$ cat src/rtl/fes_pkg.sv
// Shared constants and types for the floored equal share block.
package fes_pkg;

	localparam int IN_W    = 16;
	localparam int SHARE_W = 19;

	typedef enum logic {
		MODE_EVEN,
		MODE_REST
	} emit_mode_t;

endpackage

$ cat src/rtl/fes_ram.sv
// Floor store: single-port-write, registered-read memory.
module fes_ram #(
	parameter int DEPTH = 16,
	parameter int WIDTH = 15,
	parameter int AW    = 4
) (
	input  logic             clk,
	input  logic             we,
	input  logic [AW-1:0]    waddr,
	input  logic [WIDTH-1:0] wdata,
	input  logic [AW-1:0]    raddr,
	output logic [WIDTH-1:0] rdata
);

	logic [WIDTH-1:0] mem [DEPTH];

	always_ff @(posedge clk) begin
		if (we) begin
			mem[waddr] <= wdata;
		end
	end

	always_ff @(posedge clk) begin
		rdata <= mem[raddr];
	end

endmodule

$ cat src/rtl/fes_div.sv
// Restoring divider, one quotient bit per cycle.
module fes_div #(
	parameter int DIVIDEND_W = 20,
	parameter int DIVISOR_W  = 5
) (
	input  logic                  clk,
	input  logic                  arst_n,
	input  logic                  start,
	input  logic [DIVIDEND_W-1:0] dividend,
	input  logic [DIVISOR_W-1:0]  divisor,
	output logic                  done,
	output logic [DIVIDEND_W-1:0] quotient,
	output logic [DIVISOR_W-1:0]  remainder
);

	localparam int CW = $clog2(DIVIDEND_W + 1);

	logic                  busy_q;
	logic                  done_q;
	logic [CW-1:0]         cnt_q;
	logic [DIVIDEND_W-1:0] quo_q;
	logic [DIVISOR_W-1:0]  rem_q;
	logic [DIVISOR_W-1:0]  dvs_q;
	logic [DIVISOR_W:0]    trial;
	logic [DIVISOR_W:0]    diff;
	logic                  qbit;

	assign trial = {rem_q, quo_q[DIVIDEND_W-1]};
	assign qbit  = (trial >= {1'b0, dvs_q});
	assign diff  = trial - {1'b0, dvs_q};

	always_ff @(posedge clk or negedge arst_n) begin
		if (!arst_n) begin
			busy_q <= 1'b0;
			done_q <= 1'b0;
			cnt_q  <= '0;
		end else begin
			done_q <= 1'b0;
			if (start) begin
				busy_q <= 1'b1;
				cnt_q  <= CW'(DIVIDEND_W);
			end else if (busy_q) begin
				cnt_q <= cnt_q - CW'(1);
				if (cnt_q == CW'(1)) begin
					busy_q <= 1'b0;
					done_q <= 1'b1;
				end
			end
		end
	end

	always_ff @(posedge clk) begin
		if (start) begin
			quo_q <= dividend;
			rem_q <= '0;
			dvs_q <= divisor;
		end else if (busy_q) begin
			quo_q <= {quo_q[DIVIDEND_W-2:0], qbit};
			rem_q <= qbit ? diff[DIVISOR_W-1:0] : trial[DIVISOR_W-1:0];
		end
	end

	assign done      = done_q;
	assign quotient  = quo_q;
	assign remainder = rem_q;

endmodule

$ cat src/rtl/floored_equal_share.sv
// Top level of the floored equal share block: list loader, sequencer and result register.
//
// Entries load one per cycle into the floor store while sizes and floors are summed.
// The final entry starts a run: a bit-serial division of the total by the entry
// count, then, when the floors do not cover the total, a scan of the floor store that
// reads each entry and then accumulates it, and, if any entries stay unpinned, a second
// division of the unpinned remainder. Each result is then read from the floor store
// and put into the output register once that register is free; the next read waits
// for that. An empty result (total zero or list longer than MAX_ENTRIES) goes into
// the output register from the check state once the register is free. The input
// side reopens as soon as the last result sits in the output register.
module floored_equal_share #(
	parameter int MAX_ENTRIES = 16,
	parameter int VALUE_BITS  = 15
) (
	input  logic                           clk,
	input  logic                           arst_n,
	input  logic                           in_valid,
	output logic                           in_ready,
	input  logic signed [fes_pkg::IN_W-1:0] size,
	input  logic signed [fes_pkg::IN_W-1:0] floor_value,
	input  logic                           last,
	output logic                           out_valid,
	input  logic                           out_ready,
	output logic [fes_pkg::SHARE_W-1:0]    share,
	output logic                           empty_res,
	output logic                           last_out
);

	import fes_pkg::*;

	localparam int CNT_W = $clog2(MAX_ENTRIES + 1);
	localparam int IDX_W = (MAX_ENTRIES > 1) ? $clog2(MAX_ENTRIES) : 1;
	localparam int SUM_W = VALUE_BITS + CNT_W;
	localparam logic [31:0] VAL_MAX = (32'd1 << VALUE_BITS) - 32'd1;

	typedef enum logic [2:0] {
		ST_LOAD,
		ST_CHECK,
		ST_DIV_EQ,
		ST_SCAN_RD,
		ST_SCAN_ACC,
		ST_DIV_REST,
		ST_EMIT_RD,
		ST_EMIT_PUT
	} state_t;

	function automatic logic [VALUE_BITS-1:0] clamp_in(input logic [IN_W-1:0] raw);
		logic [31:0] mag;
		mag = {17'd0, raw[IN_W-2:0]};
		if (raw[IN_W-1]) begin
			clamp_in = '0;
		end else if (mag > VAL_MAX) begin
			clamp_in = VAL_MAX[VALUE_BITS-1:0];
		end else begin
			clamp_in = mag[VALUE_BITS-1:0];
		end
	endfunction

	state_t              state_q;
	emit_mode_t          mode_q;
	logic [CNT_W-1:0]    entry_count_q;
	logic [SUM_W-1:0]    size_total_q;
	logic [SUM_W-1:0]    floor_sum_q;
	logic                overflowed_q;
	logic [SUM_W-1:0]    equal_q;
	logic [SUM_W-1:0]    rest_share_q;
	logic [CNT_W-1:0]    left_q;
	logic [CNT_W-1:0]    idx_q;
	logic [CNT_W-1:0]    rest_count_q;
	logic [SUM_W-1:0]    pinned_q;
	logic [SHARE_W-1:0]  share_q;
	logic                empty_q;
	logic                last_out_q;
	logic                out_valid_q;

	logic [VALUE_BITS-1:0] sz_c;
	logic [VALUE_BITS-1:0] fl_c;
	logic                  in_acc;
	logic                  out_free;
	logic                  out_load;
	logic [VALUE_BITS-1:0] rd_floor;
	logic [SUM_W-1:0]      floor_ext;
	logic                  pin_c;
	logic                  idx_last;
	logic [SUM_W-1:0]      pinned_next;
	logic [CNT_W-1:0]      rest_next;
	logic [SUM_W-1:0]      emit_val;
	logic                  list_empty;
	logic                  mem_we;

	logic                  div_start;
	logic [SUM_W-1:0]      div_dividend;
	logic [CNT_W-1:0]      div_divisor;
	logic                  div_done;
	logic [SUM_W-1:0]      div_quo;
	logic [CNT_W-1:0]      div_rem;

	assign sz_c       = clamp_in(size);
	assign fl_c       = clamp_in(floor_value);
	assign in_ready   = (state_q == ST_LOAD);
	assign in_acc     = in_valid && in_ready;
	assign out_free   = !out_valid_q || out_ready;
	assign mem_we     = in_acc && (entry_count_q < CNT_W'(MAX_ENTRIES));
	assign floor_ext  = SUM_W'(rd_floor);
	assign pin_c      = (floor_ext > equal_q);
	assign idx_last   = ((idx_q + CNT_W'(1)) == entry_count_q);
	assign pinned_next = pinned_q + (pin_c ? floor_ext : '0);
	assign rest_next  = rest_count_q + CNT_W'(!pin_c);
	assign list_empty = overflowed_q || (size_total_q == '0);
	assign out_load   = out_free && ((state_q == ST_CHECK && list_empty)
			|| state_q == ST_EMIT_PUT);

	always_comb begin
		if (mode_q == MODE_EVEN) begin
			emit_val = equal_q + SUM_W'(idx_q < left_q);
		end else if (pin_c) begin
			emit_val = floor_ext;
		end else begin
			emit_val = rest_share_q + SUM_W'(left_q != '0);
		end
	end

	always_comb begin
		div_start    = 1'b0;
		div_dividend = size_total_q;
		div_divisor  = entry_count_q;
		if (state_q == ST_CHECK) begin
			div_start = !list_empty;
		end else if (state_q == ST_SCAN_ACC) begin
			div_start    = idx_last && (rest_next != '0);
			div_dividend = size_total_q - pinned_next;
			div_divisor  = rest_next;
		end
	end

	fes_ram #(
		.DEPTH (MAX_ENTRIES),
		.WIDTH (VALUE_BITS),
		.AW    (IDX_W)
	) u_ram (
		.clk   (clk),
		.we    (mem_we),
		.waddr (entry_count_q[IDX_W-1:0]),
		.wdata (fl_c),
		.raddr (idx_q[IDX_W-1:0]),
		.rdata (rd_floor)
	);

	fes_div #(
		.DIVIDEND_W (SUM_W),
		.DIVISOR_W  (CNT_W)
	) u_div (
		.clk       (clk),
		.arst_n    (arst_n),
		.start     (div_start),
		.dividend  (div_dividend),
		.divisor   (div_divisor),
		.done      (div_done),
		.quotient  (div_quo),
		.remainder (div_rem)
	);

	always_ff @(posedge clk or negedge arst_n) begin
		if (!arst_n) begin
			state_q       <= ST_LOAD;
			mode_q        <= MODE_EVEN;
			entry_count_q <= '0;
			size_total_q  <= '0;
			floor_sum_q   <= '0;
			overflowed_q  <= 1'b0;
			idx_q         <= '0;
			out_valid_q   <= 1'b0;
		end else begin
			if (out_load) begin
				out_valid_q <= 1'b1;
			end else if (out_ready) begin
				out_valid_q <= 1'b0;
			end
			unique case (state_q)
				ST_LOAD: begin
					if (in_acc) begin
						if (mem_we) begin
							entry_count_q <= entry_count_q + CNT_W'(1);
							size_total_q  <= size_total_q + SUM_W'(sz_c);
							floor_sum_q   <= floor_sum_q + SUM_W'(fl_c);
						end else begin
							overflowed_q <= 1'b1;
						end
						if (last) begin
							state_q <= ST_CHECK;
						end
					end
				end
				ST_CHECK: begin
					if (!list_empty) begin
						state_q <= ST_DIV_EQ;
					end else if (out_free) begin
						share_q       <= '0;
						empty_q       <= 1'b1;
						last_out_q    <= 1'b1;
						entry_count_q <= '0;
						size_total_q  <= '0;
						floor_sum_q   <= '0;
						overflowed_q  <= 1'b0;
						state_q       <= ST_LOAD;
					end
				end
				ST_DIV_EQ: begin
					if (div_done) begin
						equal_q      <= div_quo;
						left_q       <= div_rem;
						idx_q        <= '0;
						pinned_q     <= '0;
						rest_count_q <= '0;
						mode_q       <= MODE_EVEN;
						if (floor_sum_q < size_total_q) begin
							state_q <= ST_SCAN_RD;
						end else begin
							state_q <= ST_EMIT_RD;
						end
					end
				end
				ST_SCAN_RD: begin
					state_q <= ST_SCAN_ACC;
				end
				ST_SCAN_ACC: begin
					pinned_q     <= pinned_next;
					rest_count_q <= rest_next;
					if (!idx_last) begin
						idx_q   <= idx_q + CNT_W'(1);
						state_q <= ST_SCAN_RD;
					end else if (rest_next == '0) begin
						idx_q   <= '0;
						state_q <= ST_EMIT_RD;
					end else begin
						mode_q  <= MODE_REST;
						state_q <= ST_DIV_REST;
					end
				end
				ST_DIV_REST: begin
					if (div_done) begin
						rest_share_q <= div_quo;
						left_q       <= div_rem;
						idx_q        <= '0;
						state_q      <= ST_EMIT_RD;
					end
				end
				ST_EMIT_RD: begin
					state_q <= ST_EMIT_PUT;
				end
				ST_EMIT_PUT: begin
					if (out_free) begin
						share_q     <= SHARE_W'(emit_val);
						empty_q     <= 1'b0;
						last_out_q  <= idx_last;
						if (mode_q == MODE_REST && !pin_c && left_q != '0) begin
							left_q <= left_q - CNT_W'(1);
						end
						if (idx_last) begin
							entry_count_q <= '0;
							size_total_q  <= '0;
							floor_sum_q   <= '0;
							overflowed_q  <= 1'b0;
							state_q       <= ST_LOAD;
						end else begin
							idx_q   <= idx_q + CNT_W'(1);
							state_q <= ST_EMIT_RD;
						end
					end
				end
				default: begin
					state_q <= ST_LOAD;
				end
			endcase
		end
	end

	assign out_valid = out_valid_q;
	assign share     = share_q;
	assign empty_res = empty_q;
	assign last_out  = last_out_q;

	a_overflow_full: assert property (@(posedge clk) disable iff (!arst_n)
		overflowed_q |-> (entry_count_q == CNT_W'(MAX_ENTRIES)))
		else $error("overflow flag set with room left in floor store");

	a_rem_bound: assert property (@(posedge clk) disable iff (!arst_n)
		(state_q == ST_DIV_EQ && div_done) |-> (div_rem < entry_count_q))
		else $error("divider remainder not below entry count");

	a_empty_form: assert property (@(posedge clk) disable iff (!arst_n)
		(out_valid_q && empty_q) |-> (share_q == '0 && last_out_q))
		else $error("empty result carries a share or is not final");

	a_clear_list: assert property (@(posedge clk) disable iff (!arst_n)
		(state_q == ST_LOAD && entry_count_q == '0)
		|-> (size_total_q == '0 && floor_sum_q == '0 && !overflowed_q))
		else $error("accumulators not cleared at list start");

	a_left_used: assert property (@(posedge clk) disable iff (!arst_n)
		(state_q == ST_EMIT_PUT && out_free && idx_last && mode_q == MODE_REST)
		|-> (left_q == '0 || (!pin_c && left_q == CNT_W'(1))))
		else $error("leftover units not fully handed out");

endmodule
$ cat config.mk
export PLATFORM = sky130hd
export DESIGN_NAME = floored_equal_share
export DESIGN_NICKNAME = d
export VERILOG_FILES = /design/src/rtl/fes_pkg.sv /design/src/rtl/fes_ram.sv /design/src/rtl/fes_div.sv /design/src/rtl/floored_equal_share.sv
export SDC_FILE = /design/constraint.sdc
export NUM_CORES = 1
export LEC_CHECK = 0
export BUFFER_PORTS_ARGS = -buffer_cell sky130_fd_sc_hd__buf_4
export CORE_AREA = 2 2 210 212
export DETAILED_ROUTE_END_ITERATION = 16
export DIE_AREA = 0 0 212 214
export GPL_ROUTABILITY_DRIVEN = 0
export GPL_TIMING_DRIVEN = 0
export PLACE_DENSITY = 0.71
export REMOVE_ABC_BUFFERS = 1
export SLEW_MARGIN = 20
export SYNTH_ARGS = -nofsm -noshare
export SYNTH_HDL_FRONTEND = slang
export SYNTH_HIERARCHICAL = 1
export SYNTH_SLANG_ARGS = --single-unit
$ cat constraint.sdc
create_clock -name clk -period 9.65 [get_ports clk]
set_input_delay 1.93 -clock clk [delete_from_list [all_inputs] [get_ports clk]]
set_output_delay 1.93 -clock clk [all_outputs]
set_load 0.02 [all_outputs]
==> impl_summary.log, run 1 <==
[metrics] most frequently used flop master after synthesis: sky130_fd_sc_hd__edfxtp_1
[metrics] final setup TNS: 0 ns
[metrics] post-route minimum period: 8.29 ns
[metrics] multiplexer area fraction after synthesis: 7.74%
[metrics] Synth Instances: 1,778
[metrics] top cell type's share of synthesized area: 47.3%
[metrics] synthesized-area fraction occupied by xor and xnor cells: 4.58%
[metrics] largest stage delay on the critical path: 0.71 ns
[metrics] vias in the first global route: 14,600
[metrics] post-route worst setup slack: 1.36 ns
[metrics] number of fill cells in the layout: 3,269
[metrics] antenna cell count: 0
[metrics] Post-synth EDFFs: 355
[metrics] cell accounting for the most synthesized area: sky130_fd_sc_hd__edfxtp_1
[metrics] multi-input logic area: 9400 um^2
[metrics] post-synthesis simple-gate area fraction: 10.7%
[metrics] Detailed Route WL: 51.2 mm
[metrics] site row count: 76
[metrics] Worst Hold Class: flip-flop to flip-flop
[metrics] areal power density over the cells: 258 nW/um^2
[metrics] CTS Buf Count: 46
[metrics] compound-gate portion of the synthesized area: 11.1%
[metrics] worst slack at placement: 1.38 ns
[metrics] first-pass GRT wire length: 80.4 mm
[metrics] Synth async-reset ratio: 14.4%
[metrics] Worst setup SP type: flip-flop
[metrics] endpoint type of the worst setup path: flip-flop
[metrics] final hold vios: 0
[metrics] maximum number of pins on one net before global-route repair: 66
[metrics] commonest cells in the netlist: sky130_fd_sc_hd__edfxtp_1, sky130_fd_sc_hd__nand2_1, sky130_fd_sc_hd__ha_1, sky130_fd_sc_hd__nor2_1, sky130_fd_sc_hd__o21ai_0
[metrics] clock insertion delay at the later pin of the skew report: 0.60 ns
[metrics] wire length per cell: 20.7 um
[metrics] Hold Buf Count CTS: 0
[metrics] fraction of layout instances using a drive strength above 1: 16.0%
[metrics] post-route cell area: 25,600 um^2
[metrics] synthesized area per cell: 12.7 um^2
[metrics] Critical Setup Path Class: flip-flop to flip-flop
[metrics] combinational family with the most area after synthesis: compound AO/OA/AOI/OAI gates
[metrics] height of the die: 214 um
[metrics] total global-route track usage: 22.9%
[metrics] top cell family by delay on the critical path: compound AO/OA/AOI/OAI gates
[metrics] Root Buffer: sky130_fd_sc_hd__clkbuf_16
[metrics] RSZ-0062 raised after global routing: no
[metrics] Fmax achieved: 121 MHz
[metrics] area of the die: 45,400 um^2
[metrics] CTS clock-pin slew for the worst setup and hold paths: 0.06 ns
[metrics] post-cts sizing count: 0
[metrics] I/O pin count: 60
[metrics] instance count after placement with tap cells included: 2,389
[metrics] number of DRC markers in iteration 0: 1,241
[metrics] crit path max-delay cell type: sky130_fd_sc_hd__inv_1
[metrics] Vias per Instance: 5.94
[metrics] sink count of the clock tree: 438
[metrics] area used by sequential logic in the layout: 12,600 um^2
[metrics] VDD IR max: 216 uV
[metrics] Placed Instance Area: 24,000 um^2
[metrics] transition time of the tightest slew-check pin: 1.08 ns
[metrics] clock buffer depth: 3
[metrics] Layout Skew: 0.0310 ns
[metrics] Max Slew Vio Count: 0
[metrics] CP Data Required Time: 9.98 ns
[metrics] gr ovfl total: 0
[metrics] number of distinct library cells after synthesis: 91
[metrics] number of nets in the final layout: 2,007
[metrics] drt first pass iters: 5
[metrics] antenna violations before repair: 0
[metrics] outcome: finished clean
[metrics] number of max-capacitance violations reported: 0
[metrics] number of H-tree levels: 2
[metrics] width of the die: 212 um
[metrics] post-synthesis sequential element count: 438
[metrics] most frequent cell on the critical path: sky130_fd_sc_hd__o21a_1
[metrics] Leakage Power: 9.60 nW
[metrics] number of buffer and inverter stages on the critical path: 3
[metrics] number of buffers inserted to repair setup after CTS: 0
[metrics] data arrival at the endpoint of the critical path: 8.61 ns
[metrics] normalized max-slew margin: 28.0%
[metrics] Synthesis Warnings: 6
[metrics] area added between synthesis and finish: 13.5%
[metrics] vias: 14,700
[metrics] Post-Synth Adder-Cell Area: 7.00%
[metrics] portion of the clock cycle consumed by the worst path in the final layout: 85.9%
[metrics] largest cells by area after synthesis: sky130_fd_sc_hd__edfxtp_1, sky130_fd_sc_hd__dfrtp_1, sky130_fd_sc_hd__ha_1
[metrics] most repeated cell in the gate-level netlist after synthesis: sky130_fd_sc_hd__edfxtp_1
[metrics] TritonCTS clock tree: done
[metrics] post-synthesis instance area: 22,500 um^2
[metrics] initial standard-cell utilization of the core: 52.5%
[metrics] number of nets still failing antenna checks after routing: 0
[metrics] number of non-filler instances in the completed layout: 2,474
[metrics] # setup viols final: 0
[metrics] Critical Path Fanout Max: 29
[metrics] portion of the post-synthesis area used by sequential elements: 56.1%
[metrics] DRC errors left: 0
[metrics] HPWL after DPL: 36.6 mm
[metrics] slack of the worst reg-to-reg path: 1.36 ns
[metrics] I/O Buffers: 59
[metrics] Floorplan Core Area: 42,900 um^2
## final timing paths
kind | start | depth (start not counted) | to
max in group asynchronous | arst_n | 1 | idx_q[0]
min reg2reg | u_div/quotient[9] | 0 | equal_q[9]
min | u_div/quotient[9] | 0 | equal_q[9]
max | equal_q[1] | 34 | u_div/quotient[19]
max reg2reg | equal_q[1] | 34 | u_div/quotient[19]
min in group asynchronous | arst_n | 1 | size_total_q[12]
## stage by stage
step	power (W)	utilization, %	hold slack (ns)
2_1_floorplan	0.00413	-	0.426
3_3_place_gp	0.00472	54.5	0.461
3_5_place_dp	0.00481	55.9	0.466
4_1_cts	0.00663	59.6	0.480
5_1_grt	0.00697	59.6	0.492
6_report	0.00659	59.6	0.478
## cell families (layout without fill, tap and decap cells)
| kind of cell | Yosys count | in the layout |
|---|---|---|
| simple gates | 492 | 492 |
| flops | 438 | 438 |
| compound gates | 369 | 369 |
| buf+inv | 149 | 260 |
| fa+ha+maj | 124 | 124 |
| xor+xnor | 116 | 116 |
| mux | 90 | 90 |
## final cells by class
type / count / share of cell area (%)
clock inverter: 28 / 1.27
tap: 585 / 2.86
multi-input combinational: 1191 / 36.8
sequential: 438 / 49.5
clock buffer: 57 / 4.83
inverter: 82 / 1.20
timing repair buffer: 93 / 3.57
## placed cells by master, fill, tap and decap left out, types with 59 or more instances in the layout
master                     netlist  layout
sky130_fd_sc_hd__inv_1          81      81
sky130_fd_sc_hd__nor2_1        109      94
sky130_fd_sc_hd__ha_1          113     113
sky130_fd_sc_hd__a21oi_1        59      59
sky130_fd_sc_hd__nand2_1       130     130
sky130_fd_sc_hd__buf_4           4      63
sky130_fd_sc_hd__dfrtp_1        63      60
sky130_fd_sc_hd__edfxtp_1      355     355
sky130_fd_sc_hd__xnor2_1        70      70
sky130_fd_sc_hd__o21ai_0        98      97
## flip-flops by register name, indices dropped and copies added, names as in the netlist, 5 cells and up
name,cells
size_total_q,20
rest_count_q,5
share,19
u_div/remainder,5
idx_q,5
u_ram/rdata,15
equal_q,20
u_ram/mem,240
u_div/cnt_q,5
entry_count_q,5
left_q,5
u_div/quotient,20
floor_sum_q,20
u_div/dvs_q,5
pinned_q,20
rest_share_q,19
## power by group
group,internal [W],switching (W),leakage [nW]
Sequential,0.00238,0.000351,4.26
Clock,0.00105,0.000749,0.745
Combinational,0.000929,0.00114,4.59
## metal layers
layer	track usage [%]	part of all wire, %	up-vias	wire [um]
li1	-	-	6857	-
met1	31.1	42	7255	21400
met2	37.7	49	504	25000
met3	3.15	6.5	90	3330
met4	8.47	2.8	0	1460
met5	0	0	-	0
Note: power is estimated with default switching activity, not from simulation.
==> run 2, diff against run 1 <==
PLACE_DENSITY = not set   (was 0.71)
PLACE_DENSITY_LB_ADDON = 0.25   (was not set)
==> run 2 against run 1 <==
Register-to-register slack improved by 0.11 ns. First-iteration DRC count decreased by 22%. Utilization unchanged. Final cell count decreased by 0.24%. Wire length decreased by 0.39%. Design area unchanged. Worst hold slack got worse by 0.0067 ns.
==> impl_summary.log, run 2 (synthesis results as in run 1) <==
[metrics] final setup TNS: 0 ns (unchanged)
[metrics] most frequent cell on the critical path: sky130_fd_sc_hd__o21a_1
[metrics] DRC errors left: 0 (unchanged)
[metrics] total power draw: 0.00667 W (+1.2%)
[metrics] Worst Hold Margin: 0.472 ns (-0.00670 ns)
[metrics] Detailed Route WL: 51.0 mm (-0.39%)
[metrics] commonest cells after routing, fill and taps aside: sky130_fd_sc_hd__edfxtp_1, sky130_fd_sc_hd__nand2_1, sky130_fd_sc_hd__ha_1
[metrics] worst slack at placement: 1.52 ns (+0.138 ns)
[metrics] Fmax achieved: 122 MHz (+1.3%)
[metrics] largest stage delay on the critical path: 0.78 ns (+0.07 ns)
[metrics] number of nets in the final layout: 2,003 (-0.20%)
[metrics] Root Buffer: sky130_fd_sc_hd__clkbuf_16
[metrics] Critical Path Fanout Max: 29 (unchanged)
[metrics] number of buffer and inverter stages on the critical path: 3 (unchanged)
[metrics] clock buffer depth: 3 (unchanged)
[metrics] Worst setup SP type: flip-flop
[metrics] areal power density over the cells: 261 nW/um^2 (+1.2%)
[metrics] vias: 14,500 (-1.4%)
[metrics] number of buffers inserted to repair setup after CTS: 0 (unchanged)
[metrics] vias in the first global route: 14,400 (-1.4%)
[metrics] wire length per cell: 20.6 um (-0.15%)
[metrics] WP depth: 34 (unchanged)
[metrics] initial standard-cell utilization of the core: 52.5% (unchanged)
[metrics] data arrival at the endpoint of the critical path: 8.51 ns (-0.10 ns)
[metrics] CTS clock-pin slew for the worst setup and hold paths: 0.06 ns (about the same)
[metrics] TritonCTS clock tree: done
[metrics] Worst Hold Class: flip-flop to flip-flop
[metrics] first-pass GRT wire length: 79.8 mm (-0.69%)
[metrics] Worst R2R Path Depth: 34 (unchanged)
[metrics] endpoint type of the worst setup path: flip-flop
[metrics] post-route worst setup slack: 1.47 ns (+0.106 ns)
[metrics] Leakage Power: 9.62 nW (+0.12%)
[metrics] height of the die: 214 um (unchanged)
[metrics] number of DRC markers in iteration 0: 971 (-22%)
[metrics] width of the die: 212 um (unchanged)
[metrics] antenna violations before repair: 0 (unchanged)
[metrics] portion of the clock cycle consumed by the worst path in the final layout: 84.8% (-1.1 points)
[metrics] number of max-capacitance violations reported: 0 (unchanged)
[metrics] cell depth of the worst min-delay path: 0 (unchanged)
[metrics] commonest non-fill, non-tap cell in the layout: sky130_fd_sc_hd__edfxtp_1
[metrics] area of the die: 45,400 um^2 (unchanged)
[metrics] Critical Setup Path Class: flip-flop to flip-flop
[metrics] antenna cell count: 0 (unchanged)
[metrics] fraction of layout instances using a drive strength above 1: 16.3% (+0.26 points)
[metrics] Floorplan Core Area: 42,900 um^2 (unchanged)
[metrics] Hold Buf Count CTS: 0 (unchanged)
[metrics] I/O Buffers: 59 (unchanged)
[metrics] Placed Instance Area: 23,900 um^2 (-0.26%)
[metrics] CTS Buf Count: 46 (unchanged)
[metrics] post-cts sizing count: 0 (unchanged)
[metrics] post-route cell area: 25,600 um^2 (unchanged)
[metrics] total global-route track usage: 22.9% (about the same)
[metrics] number of nets still failing antenna checks after routing: 0 (unchanged)
[metrics] crit path max-delay cell type: sky130_fd_sc_hd__inv_1
[metrics] normalized max-slew margin: 28.0% (+0.050 points)
[metrics] # setup viols final: 0 (unchanged)
[metrics] site row count: 76 (unchanged)
[metrics] post-route minimum period: 8.18 ns (-0.106 ns)
[metrics] drt first pass iters: 5 (unchanged)
[metrics] transition time of the tightest slew-check pin: 1.08 ns (+0.000678 ns)
[metrics] top cell family by delay on the critical path: compound AO/OA/AOI/OAI gates
[metrics] max FFs per register: 240 (unchanged)
[metrics] Vias per Instance: 5.87 (-1.2%)
[metrics] sink count of the clock tree: 438 (unchanged)
[metrics] number of H-tree levels: 2 (unchanged)
[metrics] VDD IR max: 159 uV (-26%)
[metrics] CP Data Required Time: 9.98 ns (about the same)
[metrics] Max Slew Vio Count: 0 (unchanged)
[metrics] register bank with the most flops: u_ram/mem
[metrics] clock insertion delay at the later pin of the skew report: 0.61 ns (about the same)
[metrics] HPWL after DPL: 36.6 mm (about the same)
[metrics] gr ovfl total: 0 (unchanged)
[metrics] area added between synthesis and finish: 13.5% (unchanged)
[metrics] Layout Skew: 0.0309 ns (-0.000139 ns)
[metrics] RSZ-0062 raised after global routing: no
[metrics] outcome: finished clean
[metrics] maximum number of pins on one net before global-route repair: 66 (unchanged)
[metrics] I/O pin count: 60 (unchanged)
[metrics] final hold vios: 0 (unchanged)
## run 2: cell count changes in the layout (fill, tap and decap cells not counted), sizes merged
cell    change
bufinv      +3
inv         +1
clkinv      +2
buf         -4
clkbuf      -8
## run 2: power breakdown
group | leakage (nW) | total, W | switching, W | internal [W]
Sequential | 4.26 | 0.00274 | 0.000365 | 0.00238
Combinational | 4.57 | 0.00206 | 0.00114 | 0.000920
Clock | 0.784 | 0.00187 | 0.000760 | 0.00111
## run 2: worst paths after layout
check                                         from            endpoint  slack [ns]
worst max-delay path                    equal_q[1]  u_div/quotient[19]        1.47
worst min-delay path            u_div/quotient[15]    rest_share_q[15]        0.47
worst max register to register          equal_q[1]  u_div/quotient[19]        1.47
worst min register to register  u_div/quotient[15]    rest_share_q[15]        0.47
max in group asynchronous                   arst_n            idx_q[0]        7.47
min in group asynchronous                   arst_n     floor_sum_q[10]        1.43
## run 2: area by class of cell
class,count,area (um^2)
clock buffer,49,1180
inverter,82,308
tap,585,732
sequential,438,12600
fill,3326,17300
clock inverter,34,435
timing repair buffer,89,848
multi-input combinational,1191,9410
## run 2: per-layer routing
metal  track usage (%)  vias to the layer above  share of wire (%)
li1                  -                     6846                  -
met1              30.4                     7126                 42
met2              38.5                      443                 49
met3              3.18                       79                5.6
met4              8.15                        0                2.9
met5                 0                        -                  0
## run 2: per-stage QoR
stage,cells,util (%)
2_1_floorplan,1711,-
3_3_place_gp,2355,54.5
3_5_place_dp,2385,55.8
4_1_cts,2468,59.6
5_1_grt,2468,59.6
6_report,2468,59.6
==> run 3, diff against run 2 <==
clock period = 7.2 ns   (was 9.65 ns; I/O delays follow)
==> run 3 against run 2 <==
Register-to-register slack worse by 1.2 ns. Design area increased by 0.62%. Sequential cell count unchanged. Critical path type unchanged. Largest power group unchanged.
==> impl_summary.log, run 3 (synthesis results as in run 1) <==
[metrics] area of the die: 45,400 um^2 (unchanged)
[metrics] transition time of the tightest slew-check pin: 1.07 ns (-0.0122 ns)
[metrics] I/O Buffers: 59 (unchanged)
[metrics] portion of the clock cycle consumed by the worst path in the final layout: 95.6% (+11 points)
[metrics] commonest non-fill, non-tap cell in the layout: sky130_fd_sc_hd__edfxtp_1
[metrics] Detailed Route WL: 51.4 mm (+0.97%)
[metrics] drt first pass iters: 6 (+1)
[metrics] wire length per cell: 20.7 um (+0.36%)
[metrics] Worst setup SP type: flip-flop
[metrics] max FFs per register: 240 (unchanged)
[metrics] maximum number of pins on one net before global-route repair: 66 (unchanged)
[metrics] Worst Hold Margin: 0.471 ns (-0.000923 ns)
[metrics] area added between synthesis and finish: 14.2%
[metrics] final setup TNS: 0 ns (unchanged)
[metrics] CP Data Required Time: 7.53 ns (-2.45 ns)
[metrics] Worst R2R Path Depth: 34 (unchanged)
[metrics] share of total power in combinational logic: 30.9% (about the same)
[metrics] cell depth of the worst min-delay path: 0 (unchanged)
[metrics] outcome: finished clean
[metrics] Leakage Power: 9.69 nW (+0.76%)
[metrics] post-route minimum period: 6.88 ns (-1.30 ns)
[metrics] VDD IR max: 213 uV (+34%)
[metrics] share of total power consumed by net switching: 34.0% (+0.061 points)
[metrics] total global-route track usage: 23.0% (+0.074 points)
[metrics] vias: 14,600 (+0.77%)
[metrics] clock buffer depth: 3 (unchanged)
[metrics] DRC errors left: 0 (unchanged)
[metrics] areal power density over the cells: 348 nW/um^2 (+33%)
[metrics] data arrival at the endpoint of the critical path: 7.22 ns (-1.29 ns)
[metrics] most frequent cell on the critical path: sky130_fd_sc_hd__o21a_1
[metrics] final hold vios: 0 (unchanged)
[metrics] register bank with the most flops: u_ram/mem
[metrics] initial standard-cell utilization of the core: 52.5% (unchanged)
[metrics] number of H-tree levels: 2 (unchanged)
[metrics] Max Slew Vio Count: 0 (unchanged)
[metrics] number of fill cells in the layout: 3,311 (-0.45%)
[metrics] site row count: 76 (unchanged)
[metrics] gr ovfl total: 0 (unchanged)
[metrics] commonest cells after routing, fill and taps aside: sky130_fd_sc_hd__edfxtp_1, sky130_fd_sc_hd__nand2_1, sky130_fd_sc_hd__ha_1
[metrics] sequential share of power: 41.0% (about the same)
[metrics] TritonCTS clock tree: done
[metrics] switching power total: 0.00304 W (+35%)
[metrics] CTS Buf Count: 46 (unchanged)
[metrics] HPWL after DPL: 36.6 mm (unchanged)
[metrics] Layout Skew: 0.0324 ns (+0.00152 ns)
[metrics] sink count of the clock tree: 438 (unchanged)
[metrics] vias in the first global route: 14,500 (+0.35%)
[metrics] antenna violations before repair: 0 (unchanged)
[metrics] normalized max-slew margin: 28.8% (+0.72 points)
[metrics] first-pass GRT wire length: 80.0 mm (+0.26%)
[metrics] Critical Path Fanout Max: 6 (-79%)
[metrics] Floorplan Core Area: 42,900 um^2 (unchanged)
[metrics] number of nets still failing antenna checks after routing: 0 (unchanged)
[metrics] I/O pin count: 60 (unchanged)
[metrics] Fmax achieved: 145 MHz (+19%)
[metrics] endpoint type of the worst setup path: flip-flop
[metrics] Vias per Instance: 5.88 (+0.16%)
[metrics] Worst Hold Class: flip-flop to flip-flop
[metrics] fraction of layout instances using a drive strength above 1: 17.4% (+1.1 points)
[metrics] antenna cell count: 0 (unchanged)
[metrics] crit path max-delay cell type: sky130_fd_sc_hd__o41a_1
[metrics] Root Buffer: sky130_fd_sc_hd__clkbuf_16
[metrics] largest stage delay on the critical path: 0.43 ns (-0.35 ns)
[metrics] Power Internal: 0.00592 W (+34%)
[metrics] number of max-capacitance violations reported: 0 (unchanged)
[metrics] height of the die: 214 um (unchanged)
[metrics] # setup viols final: 0 (unchanged)
[metrics] Critical Setup Path Class: flip-flop to flip-flop
[metrics] clock insertion delay at the later pin of the skew report: 0.61 ns (about the same)
[metrics] power share of the clock group: 28.1% (about the same)
[metrics] CTS clock-pin slew for the worst setup and hold paths: 0.06 ns (about the same)
[metrics] number of nets in the final layout: 2,018 (+0.75%)
[metrics] width of the die: 212 um (unchanged)
[metrics] number of DRC markers in iteration 0: 1,025 (+5.6%)
-- run 3: metrics by stage --
step / power, W / instances / utilization (%) / area (um^2) / setup WS [ns]
2_1_floorplan: 0.00553 / 1711 / - / 22200 / -0.0321
3_3_place_gp: 0.00636 / 2355 / 54.5 / 23400 / -2.61
3_5_place_dp: 0.00648 / 2385 / 55.8 / 23900 / -0.932
4_1_cts: 0.00900 / 2471 / 59.6 / 25600 / 0.00729
5_1_grt: 0.00944 / 2483 / 60.0 / 25700 / -0.0252
6_report: 0.00896 / 2483 / 60.0 / 25700 / 0.316
-- run 3: final timing paths --
path                                     from                  to  slack (ns)
max in group asynchronous              arst_n            idx_q[0]        5.51
min in group asynchronous              arst_n     floor_sum_q[10]        0.94
setup / recovery                   equal_q[1]  u_div/quotient[19]        0.32
hold / removal             u_div/quotient[15]    rest_share_q[15]        0.47
hold reg to reg            u_div/quotient[15]    rest_share_q[15]        0.47
setup reg to reg                   equal_q[1]  u_div/quotient[19]        0.32
-- run 3: what timing repair did --
item                                    CTS  global route
pin swaps                                 0            11
buffers inserted                          2            11
gates resized for setup                   4             8
hold endpoints to repair                  0             0
cloned                                    1             1
endpoints found under the setup margin    6             3
hold buffers                              0             0
-- run 3: power by group through the flow --
| stage | combinational (W) | sequential [W] | clock, W |
|---|---|---|---|
| 2_1_floorplan | 0.00195 | 0.00358 | 0 |
| 3_3_place_gp | 0.00257 | 0.00379 | 0 |
| 3_5_place_dp | 0.00275 | 0.00373 | 0 |
| 4_1_cts | 0.00276 | 0.00368 | 0.00256 |
| 5_1_grt | 0.00305 | 0.00373 | 0.00266 |
| 6_report | 0.00277 | 0.00368 | 0.00251 |
-- run 3: worst max-delay path: cells and delay by family, from the launching register on --
| family | cells | cell delay [ns] |
|---|---|---|
| AOI/OAI and AO/OA | 19 | 3.52 |
| adders and majority gates | 5 | 1.36 |
| and+or+nand+nor | 5 | 0.50 |
| DFF | 1 | 0.40 |
| buffers and inverters | 3 | 0.35 |
| muxes | 1 | 0.30 |
| xor gates and xnor gates | 1 | 0.20 |
-- run 3: final cells by class --
class / instances / area (um^2) / area share, %
sequential: 438 / 12600 / 49.2
multi-input combinational: 1191 / 9450 / 36.8
clock buffer: 49 / 1180 / 4.60
timing repair buffer: 103 / 951 / 3.70
tap: 585 / 732 / 2.85
clock inverter: 34 / 435 / 1.69
inverter: 82 / 312 / 1.21
timing repair inverter: 1 / 5.00 / 0.0195
-- run 3: routing by layer --
metal  up-vias  track usage (%)  part of all wire [%]
li1       6875                -                     -
met1      7193             30.4                    42
met2       456             38.8                    50
met3        81             3.20                   5.7
met4         0             8.15                   2.9
met5         -                0                     0
